### src/rtl/bbs_pkg.sv
// shared types, widths and codes of the bilinear background scaler
`default_nettype none
package bbs_pkg;

    localparam int MAP_SIDE_DEF  = 64;
    localparam int MAP_WORDS_DEF = 4096;

    localparam int DIM_W    = 14;
    localparam int SRC_W    = 7;
    localparam int SRC_MAX  = 127;
    localparam int IDX_W    = 12;
    localparam int COLOR_W  = 24;
    localparam int POS_W    = 13;
    localparam int PROD_W   = 20;
    localparam int ADDR_W   = 14;
    localparam int DIV_W    = 26;
    localparam int SUM_W    = 21;
    localparam int NUM_W    = 34;
    localparam int CHAN_W   = 8;

    localparam logic CMD_WRITE = 1'b0;
    localparam logic CMD_QUERY = 1'b1;

    typedef enum logic [1:0] {
        REG_SCREEN_WIDTH  = 2'd0,
        REG_SCREEN_HEIGHT = 2'd1,
        REG_SOURCE_WIDTH  = 2'd2,
        REG_SOURCE_HEIGHT = 2'd3
    } cfg_idx_t;

    typedef struct packed {
        logic               cmd;
        logic [IDX_W-1:0]   index;
        logic [COLOR_W-1:0] color;
    } req_t;

    typedef struct packed {
        logic [DIM_W-1:0]    w;
        logic [DIM_W-1:0]    h;
        logic [SRC_W-1:0]    sw;
        logic [SRC_W-1:0]    sh;
        logic [DIV_W-1:0]    div;
    } cfg_t;

endpackage
`default_nettype wire

### src/rtl/bbs_coord.sv
// coordinate clamp, scale and one-bit-per-stage division into the source grid
`default_nettype none
module bbs_coord #(
    parameter int QW = 6
) (
    input  wire logic                         aclk,
    input  wire logic                         aresetn,
    input  wire logic                         adv,
    input  wire logic                         in_valid,
    input  wire bbs_pkg::req_t                in_req,
    input  wire logic [bbs_pkg::POS_W-1:0]    in_x,
    input  wire logic [bbs_pkg::POS_W-1:0]    in_y,
    input  wire bbs_pkg::cfg_t                cfg,
    output logic                              out_valid,
    output bbs_pkg::req_t                     out_req,
    output logic [QW-1:0]                     x1,
    output logic [bbs_pkg::POS_W-1:0]         x2,
    output logic [QW-1:0]                     y1,
    output logic [bbs_pkg::POS_W-1:0]         y2
);

    logic                          v_reg   [0:QW];
    bbs_pkg::req_t                 req_reg [0:QW];
    logic [bbs_pkg::PROD_W-1:0]    rx_reg  [0:QW];
    logic [bbs_pkg::PROD_W-1:0]    ry_reg  [0:QW];
    logic [QW-1:0]                 qx_reg  [0:QW];
    logic [QW-1:0]                 qy_reg  [0:QW];

    logic [bbs_pkg::DIM_W-1:0]     wm1, hm1;
    logic [bbs_pkg::POS_W-1:0]     xc, yc;
    logic [bbs_pkg::PROD_W-1:0]    bx_next, by_next;

    // saturate off-screen coordinates, then scale by the source size
    always_comb begin
        wm1 = cfg.w - bbs_pkg::DIM_W'(1);
        hm1 = cfg.h - bbs_pkg::DIM_W'(1);
        xc  = ({1'b0, in_x} > wm1) ? wm1[bbs_pkg::POS_W-1:0] : in_x;
        yc  = ({1'b0, in_y} > hm1) ? hm1[bbs_pkg::POS_W-1:0] : in_y;
        bx_next = bbs_pkg::PROD_W'(xc) * bbs_pkg::PROD_W'(cfg.sw);
        by_next = bbs_pkg::PROD_W'(yc) * bbs_pkg::PROD_W'(cfg.sh);
    end

    always_ff @(posedge aclk) begin
        if (!aresetn) begin
            v_reg[0] <= 1'b0;
        end else if (adv) begin
            v_reg[0] <= in_valid;
        end
    end

    always_ff @(posedge aclk) begin
        if (adv) begin
            req_reg[0] <= in_req;
            rx_reg[0]  <= bx_next;
            ry_reg[0]  <= by_next;
            qx_reg[0]  <= '0;
            qy_reg[0]  <= '0;
        end
    end

    // quotient is below the source size, so QW restoring steps suffice
    for (genvar s = 1; s <= QW; s++) begin : g_div
        localparam int K = QW - s;
        logic [bbs_pkg::PROD_W:0]   dx, dy;
        logic [bbs_pkg::PROD_W-1:0] rx_next, ry_next;
        logic [QW-1:0]              qx_next, qy_next;

        always_comb begin
            dx = (bbs_pkg::PROD_W+1)'(cfg.w) << K;
            dy = (bbs_pkg::PROD_W+1)'(cfg.h) << K;
            rx_next = rx_reg[s-1];
            ry_next = ry_reg[s-1];
            qx_next = qx_reg[s-1];
            qy_next = qy_reg[s-1];
            if ({1'b0, rx_reg[s-1]} >= dx) begin
                rx_next    = rx_reg[s-1] - dx[bbs_pkg::PROD_W-1:0];
                qx_next[K] = 1'b1;
            end
            if ({1'b0, ry_reg[s-1]} >= dy) begin
                ry_next    = ry_reg[s-1] - dy[bbs_pkg::PROD_W-1:0];
                qy_next[K] = 1'b1;
            end
        end

        always_ff @(posedge aclk) begin
            if (!aresetn) begin
                v_reg[s] <= 1'b0;
            end else if (adv) begin
                v_reg[s] <= v_reg[s-1];
            end
        end

        always_ff @(posedge aclk) begin
            if (adv) begin
                req_reg[s] <= req_reg[s-1];
                rx_reg[s]  <= rx_next;
                ry_reg[s]  <= ry_next;
                qx_reg[s]  <= qx_next;
                qy_reg[s]  <= qy_next;
            end
        end
    end

    assign out_valid = v_reg[QW];
    assign out_req   = req_reg[QW];
    assign x1        = qx_reg[QW];
    assign y1        = qy_reg[QW];
    assign x2        = rx_reg[QW][bbs_pkg::POS_W-1:0];
    assign y2        = ry_reg[QW][bbs_pkg::POS_W-1:0];

endmodule
`default_nettype wire

### config.mk
export PLATFORM = sky130hd
export DESIGN_NAME = bbs_coord
export DESIGN_NICKNAME = d
export VERILOG_FILES = /design/src/rtl/bbs_pkg.sv /design/src/rtl/bbs_coord.sv
export SDC_FILE = /design/constraint.sdc
export NUM_CORES = 1
export LEC_CHECK = 0
export ABC_AREA = 1
export BUFFER_PORTS_ARGS = -buffer_cell sky130_fd_sc_hd__buf_4
export CORE_MARGIN = 4
export CORE_UTILIZATION = 53
export DETAILED_ROUTE_END_ITERATION = 8
export PLACE_DENSITY = 0.81
export SLEW_MARGIN = 20
export SYNTH_ARGS = -nofsm -noshare
export SYNTH_HDL_FRONTEND = slang
export SYNTH_SLANG_ARGS = --single-unit
### constraint.sdc
create_clock -name aclk -period 11.4 [get_ports aclk]
set_input_delay 0.57 -clock aclk [delete_from_list [all_inputs] [get_ports aclk]]
set_output_delay 0.57 -clock aclk [all_outputs]
set_load 0.1 [all_outputs]
* After elaboration in Yosys (flattened, before gate mapping)
Memory sizes are Yosys's and may differ from the RTL's.
Cells that the tools add are included.
** Storage, ports and cells
- Bits in registers :: 0
- Output and inout port bits :: 76
- Memories :: 6
- Bits of input ports :: 135
- RAM bits :: 630
** Memories
- req_reg :: words 7, width 37, rd ports 7, clocked after Yosys merged registers in 0, write ports 7, line bbs_coord.sv:23 : bbs_pkg::req_t req_reg [0:QW];
- rx_reg :: words 7, width 20, rd ports 7, clocked after Yosys merged registers in 0, write ports 7, line bbs_coord.sv:24 : logic [bbs_pkg::PROD_W-1:0] rx_reg [0:QW];
- ry_reg :: words 7, width 20, rd ports 7, clocked after Yosys merged registers in 0, write ports 7, line bbs_coord.sv:25 : logic [bbs_pkg::PROD_W-1:0] ry_reg [0:QW];
- qx_reg :: words 7, width 6, rd ports 7, clocked after Yosys merged registers in 0, write ports 7, line bbs_coord.sv:26 : logic [QW-1:0] qx_reg [0:QW];
- qy_reg :: words 7, width 6, rd ports 7, clocked after Yosys merged registers in 0, write ports 7, line bbs_coord.sv:27 : logic [QW-1:0] qy_reg [0:QW];
- v_reg :: words 7, width 1, rd ports 7, clocked after Yosys merged registers in 0, write ports 7, line bbs_coord.sv:22 : logic v_reg [0:QW];
** Operators by class
- Add/subtract/negate cells :: 14
- Muxes and demuxes :: 38
- $lt $le $gt $ge :: 14
- Multiply operators :: 2
- Bitwise operators :: 7
** Operator list (count)
- two-way mux 20 bit :: 12
- greater-or-equal comparator 20 x 14 -> 1 bit :: 2
- greater-or-equal comparator 20 x 15 -> 1 bit :: 2
- greater-or-equal comparator 20 x 16 -> 1 bit :: 2
- greater-or-equal comparator 20 x 17 -> 1 bit :: 2
- greater-or-equal comparator 20 x 18 -> 1 bit :: 2
- greater-or-equal comparator 20 x 19 -> 1 bit :: 2
- multiplier 13 x 7 -> 20 bit :: 2
- subtractor 20 x 14 -> 20 bit :: 2
- subtractor 20 x 15 -> 20 bit :: 2
- subtractor 20 x 16 -> 20 bit :: 2
- subtractor 20 x 17 -> 20 bit :: 2
- subtractor 20 x 18 -> 20 bit :: 2
- subtractor 20 x 19 -> 20 bit :: 2
- greater-than comparator 13 x 14 -> 1 bit :: 2
- subtractor 14 x 1 -> 14 bit, second input constant :: 2
- two-way mux 13 bit :: 2
- two-way mux 1 bit :: 24
- bitwise OR 1 bit :: 7

* Longest topological paths before layout
Gate-level depths: netlist of the first run.
- Depth in word-level cells :: 4
- Mapped depth :: 36
- Gate-level depth less buffers :: 35

* Worst setup path before layout of the first run
OpenSTA, ideal clock, no wires.
- Kind :: in2reg
- Start point :: input cfg[41] in the netlist's numbering
- End point :: memory ry_reg[0][17] in the netlist's numbering, data pin
- Path buffers :: 1
- Data arrival time :: 5.909 ns
- Data required time :: 11.148 ns
- Cell stages on the path :: 29
- Slack :: 5.238 ns
- Cells stage by stage :: inv_1 > ha_1 > nand2_1 > inv_1 > nand2_1 > nand2_1 > nand2_1 > ha_1 > nand3_1 > nor3_1 > nand4_1 > clkbuf_1 > nand4_1 > nand3_1 > fa_1 > fa_1 > inv_1 > fa_1 > inv_1 > fa_1 > inv_1 > ha_1 > nand2_1 > nand2_1 > inv_1 > o211ai_1 > nand4_1 > nand3_1 > nand2_1
** RTL lines
- start, declared :: line bbs_coord.sv:13 : input wire bbs_pkg::cfg_t cfg,
- end, declared :: line bbs_coord.sv:25

==> summary.md, run 1 <==
| Metric | Value |
|---|---|
| Synthesized flop and latch total | 574 |
| CP endpoint kind | register |
| Depth of the CTS H-tree | 2 |
| Die Outline Area | 75600 um^2 |
| Worst Path Required | 11750 ps |
| Timing-limited maximum frequency | 0.134 GHz |
| Drt first pass iters | 6 |
| Met2 Resource Use GR | 39.2% |
| Final Max Tran Viols | 0 |
| DR WL/cell | 16.1 um |
| Critical R2R Launch | rx_reg[5][9] |
| Transition time of the tightest slew-check pin | 1080 ps |
| Combinational share of power | 52.1% |
| Async set or reset register ratio after synthesis | 0% |
| Layout area overhead | 11.3% |
| Total Negative Setup Slacks | 0 ps |
| Clk network pwr share | 16.7% |
| Later-pin clock latency in the skew report | 650 ps |
| Standard-cell rows | 97 |
| Sequential-to-total area share from yosys stat | 45.6% |
| Endpoint of the lowest-slack register-to-register path | rx_reg[6][2] |
| Synth Net Count | 4702 |
| Cell repeated most along the worst path | sky130_fd_sc_hd__nand2_1 |
| Total count of hold-check failures in the final report | 0 |
| Count of buffers from port buffering | 184 |
| Synthesized netlist cell count | 4175 |
| Pwr/cell area | 264 nW/um^2 |
| Root Buffer Master | sky130_fd_sc_hd__clkbuf_16 |
| Hold wc startpoint | in_req[4] |
| Critical path fanouts, max | 14 |
| Path class of the lowest-slack min-delay path | in -> reg |
| IR Drop Worst-Case VDD | 0.185 mV |
| Routing usage on met1 | 29.8% |
| WHS Endpoint | req_reg[0][4] |
| Unrepaired setup endpoints after global routing | false |
| Prevailing post-synth register cell | sky130_fd_sc_hd__edfxtp_1 |
| P_sw | 4.90 mW |
| Core Area | 70400 um^2 |
| Post-detailed-route DRC marker count | 0 |
| Bufs on Longest Clock Path | 3 |
| Period utilization | 65.7% |
| Syn_area_per_cell | 9.05 um^2 |
| Cells after DPL | 5266 |
| Worst Clk Skew | 61.1 ps |
| TritonCTS clock tree | yes |
| Global-route wire length before repair | 139000 um |
| Layout cells sized above 1 | 8.12% |
| Slew HR | 27.8% |
| Layer carrying the most global-route usage | met2 |
| Number of buffers added to fix hold violations after cts | 0 |
| Initial core utilization | 53.7% |
| Width of the die | 275 um |
| Number of cells on the worst hold path | 1 |
| CTS sink count | 574 |
| Data arrival time of the critical path | 7830 ps |
| Worst path slowest cell | sky130_fd_sc_hd__nand2_1 |
| Total routed wirelength | 86500 um |
| Detail-routed via count per cell | 5.40 |
| Net switching fraction of the power | 44.1% |
| Fraction of post-synthesis cell area in the top cell type by area | 45.5% |
| Worst Setup Path Type | in -> reg |
| Clk slew on worst S/H paths | 60 ps |
| Cell area after synthesis | 37800 um^2 |
| Count of maximum capacitance violations | 0 |
| Leakage power | 19.2 nW |
| Number of antenna violations at the first check in global routing | 0 |
| DRC violation total after the first TritonRoute iteration | 2260 |
| Gp weighted congestion | 0.975 |
| Crit. path cell count | 32 |
| Number of warnings printed during yosys synthesis | 0 |
| TritonCTS Buffers | 59 |
| Most common library cells after synthesis | sky130_fd_sc_hd__nand2_1, sky130_fd_sc_hd__edfxtp_1, sky130_fd_sc_hd__inv_1 |
| Die Y-Extent | 275 um |
| Filler cells | 5951 |
| Met3 track utilization from global routing | 3.04% |
| Sequential group share of total power | 31.2% |
| Final critical delay including setup and external delays | 7480 ps |
| Number of buffers added for setup after CTS | 0 |
| Worst Setup SP | cfg[55] |
| Cell type with the highest aggregate area in the netlist | sky130_fd_sc_hd__edfxtp_1 |
| Final setup violation count | 0 |
| Final instance count without filler cells | 5376 |
| Number of synthesized flops with an enable pin | 573 |
| Internal power summed over all cells | 6.21 mW |
| Number of instances resized during post-cts repair | 0 |
| Worst Path Buf+Inv | 6 |
| Via Count | 29100 |
| Final antenna diode count | 0 |
| Worst path max stage delay | 760 ps |
| Dominant cells by area after synthesis | sky130_fd_sc_hd__edfxtp_1, sky130_fd_sc_hd__nand2_1, sky130_fd_sc_hd__ha_1 |
| Boundary pin count | 211 |
| Maximum number of pins on one net before global-route repair | 193 |
| Critical path's top delay family | simple AND/OR/NAND/NOR gates |
| Worst Reg2Reg Path Length in Cells | 10 |
| Global route overflow | 0 |
| Status | finished clean |
| Vias in the first global route | 28300 |
| Setup slack on the worst flop-to-flop path | 8120 ps |
| Number of flip-flops under the largest register name | 259 |
| Unique masters post-synth | 45 |
| DPL Wire Length | 65300 um |
| Cell with the most instances after synthesis | sky130_fd_sc_hd__nand2_1 |
| Global-route total usage across every layer | 22.6% |
| Type of origin of the critical path | input pin |
| DRT antenna net count | 0 |
| Final nets | 4916 |
==> power groups by stage <==
stage | clock, mW | combinational, mW | sequential (mW)
2_1_floorplan | 0 | 4.11 | 3.75
3_3_place_gp | 0 | 5.56 | 3.48
3_5_place_dp | 0 | 5.70 | 3.50
4_1_cts | 1.89 | 5.74 | 3.46
5_1_grt | 1.98 | 6.57 | 3.51
6_report | 1.85 | 5.79 | 3.47
==> per-layer routing <==
layer	routed length (um)	up-vias
met5	0	-
met4	2420	0
met3	5680	168
met1	36700	13600
li1	-	14400
met2	41700	952
==> placed cells by master (no fill, tap or decap), types with 3 or more instances in the layout <==
cell type and count:
sky130_fd_sc_hd__o211ai_1 3, sky130_fd_sc_hd__nand2_4 9, sky130_fd_sc_hd__xor2_1 95, sky130_fd_sc_hd__nand4_1 81, sky130_fd_sc_hd__nand2_1 1063, sky130_fd_sc_hd__inv_1 556, sky130_fd_sc_hd__nand3_4 10, sky130_fd_sc_hd__o21bai_1 8
sky130_fd_sc_hd__clkinv_2 8, sky130_fd_sc_hd__inv_2 10, sky130_fd_sc_hd__o21ai_0 136, sky130_fd_sc_hd__buf_4 186, sky130_fd_sc_hd__clkbuf_16 59, sky130_fd_sc_hd__nand3b_1 32, sky130_fd_sc_hd__and2_1 6, sky130_fd_sc_hd__o21a_1 3
sky130_fd_sc_hd__clkbuf_1 14, sky130_fd_sc_hd__a21o_1 9, sky130_fd_sc_hd__bufinv_16 3, sky130_fd_sc_hd__a21oi_2 4, sky130_fd_sc_hd__o21ai_1 55, sky130_fd_sc_hd__edfxtp_1 573, sky130_fd_sc_hd__nor2_4 3, sky130_fd_sc_hd__fa_1 120
sky130_fd_sc_hd__or2_2 3, sky130_fd_sc_hd__nor3_1 20, sky130_fd_sc_hd__clkinv_16 3, sky130_fd_sc_hd__a21oi_1 211, sky130_fd_sc_hd__xnor2_1 42, sky130_fd_sc_hd__clkinv_1 21, sky130_fd_sc_hd__nor2_2 6, sky130_fd_sc_hd__nor2_1 440
sky130_fd_sc_hd__nand3_2 9, sky130_fd_sc_hd__nand3_1 307, sky130_fd_sc_hd__clkinvlp_4 6, sky130_fd_sc_hd__ha_1 272, sky130_fd_sc_hd__nand2_2 21, sky130_fd_sc_hd__nand2_8 10
==> through the flow <==
step	setup slack (ps)	area [um^2]	power (mW)	util (%)	hold slack (ps)
floorplan	5240	37800	7.87	-	400
global placement	3390	40200	9.04	57.1	400
detailed placement	3290	40200	9.20	57.1	405
CTS	3900	42000	11.1	59.7	49.9
global route	3380	42100	12.1	59.7	57.2
finish	3920	42100	11.1	59.7	91.5
==> how the worst max path moves through the flow <==
stage | to | slack (ps)
6_report | rx_reg[0][17] | 3920
5_1_grt | rx_reg[0][17] | 3380
4_1_cts | rx_reg[0][17] | 3900
3_5_place_dp | rx_reg[0][17] | 3290
3_3_place_gp | rx_reg[0][18] | 3390
2_1_floorplan | ry_reg[0][17] | 5240
==> kinds of logic (layout without fill, tap and decap cells) <==
kind of cell    Yosys count  after routing  synth area share, %
buf+inv                 612            873                 6.35
compound gates          433            433                 5.95
xor+xnor                137            137                 3.18
flops                   574            574                 45.6
simple gates           2027           2027                 23.6
fa+ha+maj               392            392                 15.4
==> final cells by class <==
type                            count  area [um^2]  area share (%)
Clock buffer                       73         1530            3.64
Clock inverter                     35          332           0.788
Inverter                          574         2150            5.12
Multi-Input combinational cell   2989        18200            43.2
Sequential cell                   574        17200            41.0
Tap cell                          940         1180            2.80
Timing Repair Buffer              191         1480            3.51
(Power assumes the default switching activity.)
==> run 2, diff against run 1 <==
--- a/config.mk
+++ b/config.mk
@@ -5,7 +5,7 @@
 export SDC_FILE = /design/constraint.sdc
 export NUM_CORES = 1
 export LEC_CHECK = 0
-export ABC_AREA = 1
+export ABC_AREA = 0
 export BUFFER_PORTS_ARGS = -buffer_cell sky130_fd_sc_hd__buf_4
 export CORE_MARGIN = 4
 export CORE_UTILIZATION = 53
==> constraint.sdc (replaced) <==
create_clock -name aclk -period 6.9 [get_ports aclk]
set_input_delay 0.345 -clock aclk [delete_from_list [all_inputs] [get_ports aclk]]
set_output_delay 0.345 -clock aclk [all_outputs]
set_load 0.1 [all_outputs]
==> summary.md, run 2 <==
| Metric | Value |
|---|---|
| Status | finished clean |
| Global route overflow | 0 |
| Post-route setup slack | 84.7 ps |
| Layout area overhead | 17.6% |
| Count of maximum capacitance violations | 0 |
| Pre-CTS setup slack | -610 ps |
| Vias in the first global route | 24100 |
| Total routed wirelength | 73500 um |
| Synth Net Count | 3477 |
| Die Outline Area | 70400 um^2 |
| Timing-limited maximum frequency | 0.147 GHz |
| Data arrival time of the critical path | 7160 ps |
| Boundary pin count | 211 |
| Bufs on Longest Clock Path | 3 |
| Root Buffer Master | sky130_fd_sc_hd__clkbuf_16 |
| TritonCTS Buffers | 54 |
| Depth of the CTS H-tree | 2 |
| DPL Wire Length | 53300 um |
| Final Max Tran Viols | 0 |
| Maximum number of pins on one net before global-route repair | 191 |
| Global-route total usage across every layer | 20.4% |
| Number of warnings printed during yosys synthesis | 0 |
| Dominant cells by area after synthesis | sky130_fd_sc_hd__edfxtp_1, sky130_fd_sc_hd__ha_1, sky130_fd_sc_hd__fa_1 |
| Gp weighted congestion | 0.898 |
| Post-detailed-route DRC marker count | 0 |
| Worst Path Required | 7240 ps |
| Worst Clk Skew | 37.9 ps |
| Number of flip-flops under the largest register name | 259 |
| Synthesized netlist cell count | 2950 |
| Slew HR | 27.5% |
| Unique masters post-synth | 79 |
| Later-pin clock latency in the skew report | 630 ps |
| Leakage power | 17.4 nW |
| Cell type with the highest aggregate area in the netlist | sky130_fd_sc_hd__edfxtp_1 |
| Synthesized flop and latch total | 574 |
| Most common library cells after synthesis | sky130_fd_sc_hd__edfxtp_1, sky130_fd_sc_hd__ha_1, sky130_fd_sc_hd__inv_1 |
| DRC violation total after the first TritonRoute iteration | 1658 |
| Most frequent cells in the layout | sky130_fd_sc_hd__edfxtp_1, sky130_fd_sc_hd__buf_4, sky130_fd_sc_hd__ha_1 |
| Most common library cell in the layout ignoring fill and taps | sky130_fd_sc_hd__edfxtp_1 |
| Global-route wire length before repair | 119000 um |
| CTS sink count | 574 |
| Pwr/cell area | 429 nW/um^2 |
| IR Drop Worst-Case VDD | 0.261 mV |
| DR WL/cell | 17.2 um |
| Total count of hold-check failures in the final report | 0 |
| Transition time of the tightest slew-check pin | 1090 ps |
| DRT antenna net count | 0 |
| Via Count | 23900 |
| Sequential-to-total area share from yosys stat | 49.1% |
| Final critical delay including setup and external delays | 6820 ps |
| Number of synthesized flops with an enable pin | 573 |
| Core Area | 65700 um^2 |
| Layout cells sized above 1 | 17.7% |
| TritonCTS clock tree | yes |
| Fraction of post-synthesis cell area in the top cell type by area | 49.0% |
| Drt first pass iters | 5 |
| Cell area after synthesis | 35100 um^2 |
| Die Y-Extent | 265 um |
| Prevailing post-synth register cell | sky130_fd_sc_hd__edfxtp_1 |
| Overall Power | 17.7 mW |
| Type of origin of the critical path | input pin |
| Final setup violation count | 0 |
| Period utilization | 98.8% |
| Syn_area_per_cell | 11.9 um^2 |
| Detail-routed via count per cell | 5.61 |
| Critical path fanouts, max | 8 |
| CP endpoint kind | register |
| Count of buffers from port buffering | 184 |
| Standard-cell rows | 94 |
| Width of the die | 265 um |
| Number of antenna violations at the first check in global routing | 0 |
| Filler cells | 4873 |
| Worst Setup Path Type | in -> reg |
| Cell with the most instances after synthesis | sky130_fd_sc_hd__edfxtp_1 |
| Unrepaired setup endpoints after global routing | true |
| Path class of the lowest-slack min-delay path | in -> reg |
| Initial core utilization | 53.4% |
| Clk slew on worst S/H paths | 70 ps |
| Async set or reset register ratio after synthesis | 0% |
| Final nets | 3881 |
run 2: critical path: stages:
cell	delay [ps]
sky130_fd_sc_hd__buf_4	120
sky130_fd_sc_hd__or4_4	550
sky130_fd_sc_hd__nor4b_4	330
sky130_fd_sc_hd__and3_4	240
sky130_fd_sc_hd__xnor2_2	80
sky130_fd_sc_hd__ha_1	320
sky130_fd_sc_hd__nand3_2	90
sky130_fd_sc_hd__or2_4	250
sky130_fd_sc_hd__a311oi_4	370
sky130_fd_sc_hd__buf_6	200
sky130_fd_sc_hd__mux2_4	340
sky130_fd_sc_hd__and2_1	190
sky130_fd_sc_hd__fa_1	520
sky130_fd_sc_hd__fa_1	510
sky130_fd_sc_hd__fa_1	500
sky130_fd_sc_hd__inv_1	50
sky130_fd_sc_hd__fa_1	480
sky130_fd_sc_hd__inv_1	40
sky130_fd_sc_hd__ha_1	310
sky130_fd_sc_hd__a21oi_2	190
sky130_fd_sc_hd__nor2_1	60
sky130_fd_sc_hd__o31ai_1	200
sky130_fd_sc_hd__o41ai_1	120
sky130_fd_sc_hd__buf_4	150
sky130_fd_sc_hd__or4_1	400
sky130_fd_sc_hd__o311ai_1	100
sky130_fd_sc_hd__xnor2_1	110
run 2: cell type report:
class	count	area (um^2)	share of cell area, %
Clock buffer	59	1390	3.37
Tap cell	864	1080	2.62
Timing Repair Buffer	410	3230	7.83
Antenna cell	1	2.50	0.00606
Inverter	261	980	2.37
Clock inverter	43	434	1.05
Multi-Input combinational cell	2053	16900	41.0
Sequential cell	574	17200	41.7
run 2: logic make-up after synthesis:
logic type      synth area share, %
xor+xnor                       4.74
buf+inv                        3.53
flops                          49.1
compound gates                 13.4
fa+ha+maj                      16.5
simple gates                   9.86
mux                            2.80
run 2: final timing paths:
| path | from | depth (start not counted) | to | slack [ps] |
|---|---|---|---|---|
| min | aresetn | 2 | v_reg[4] | 40 |
| max reg2reg | rx_reg[4][9] | 9 | rx_reg[5][4] | 3290 |
| min reg2reg | qx_reg[5][4] | 0 | qx_reg[6][4] | 400 |
| max | cfg[55] | 27 | rx_reg[0][17] | 80 |
run 2: what timing repair did:
action                     in CTS  in global routing
setup endpoints to repair       0                 11
hold buffers                   37                  0
gates resized for setup         0                 47
setup buffers                   0                  7
hold endpoints to repair       37                  0
run 2: metrics by stage:
| step | util, % | instance area (um^2) | hold slack, ps | cells | setup TNS, ps |
|---|---|---|---|---|---|
| after floorplan | - | 35200 | 400 | 2950 | -150 |
| after global placement | 59.0 | 38800 | 400 | 4118 | -3880 |
| after detailed placement | 59.0 | 38800 | 405 | 4118 | -5060 |
| after CTS | 62.4 | 41000 | 6.32 | 4257 | 0 |
| after global routing | 62.8 | 41300 | 36.3 | 4264 | -289 |
| final | 62.8 | 41300 | 44.9 | 4265 | 0 |
run 2: power by group:
part           switching, mW  internal [mW]  total, mW
logic                   5.00           4.02       9.02
clock network           1.32           1.70       3.02
registers              0.445           5.23       5.67
total                   6.77           11.0       17.7
run 2: per-layer routing:
metal,part of all wire (%),global-route usage [%],vias to the layer above
li1,-,-,11700
met1,44,27.4,11400
met2,49,35.2,653
met3,4.6,2.50,141
met4,2.7,6.21,0
met5,0,0,-
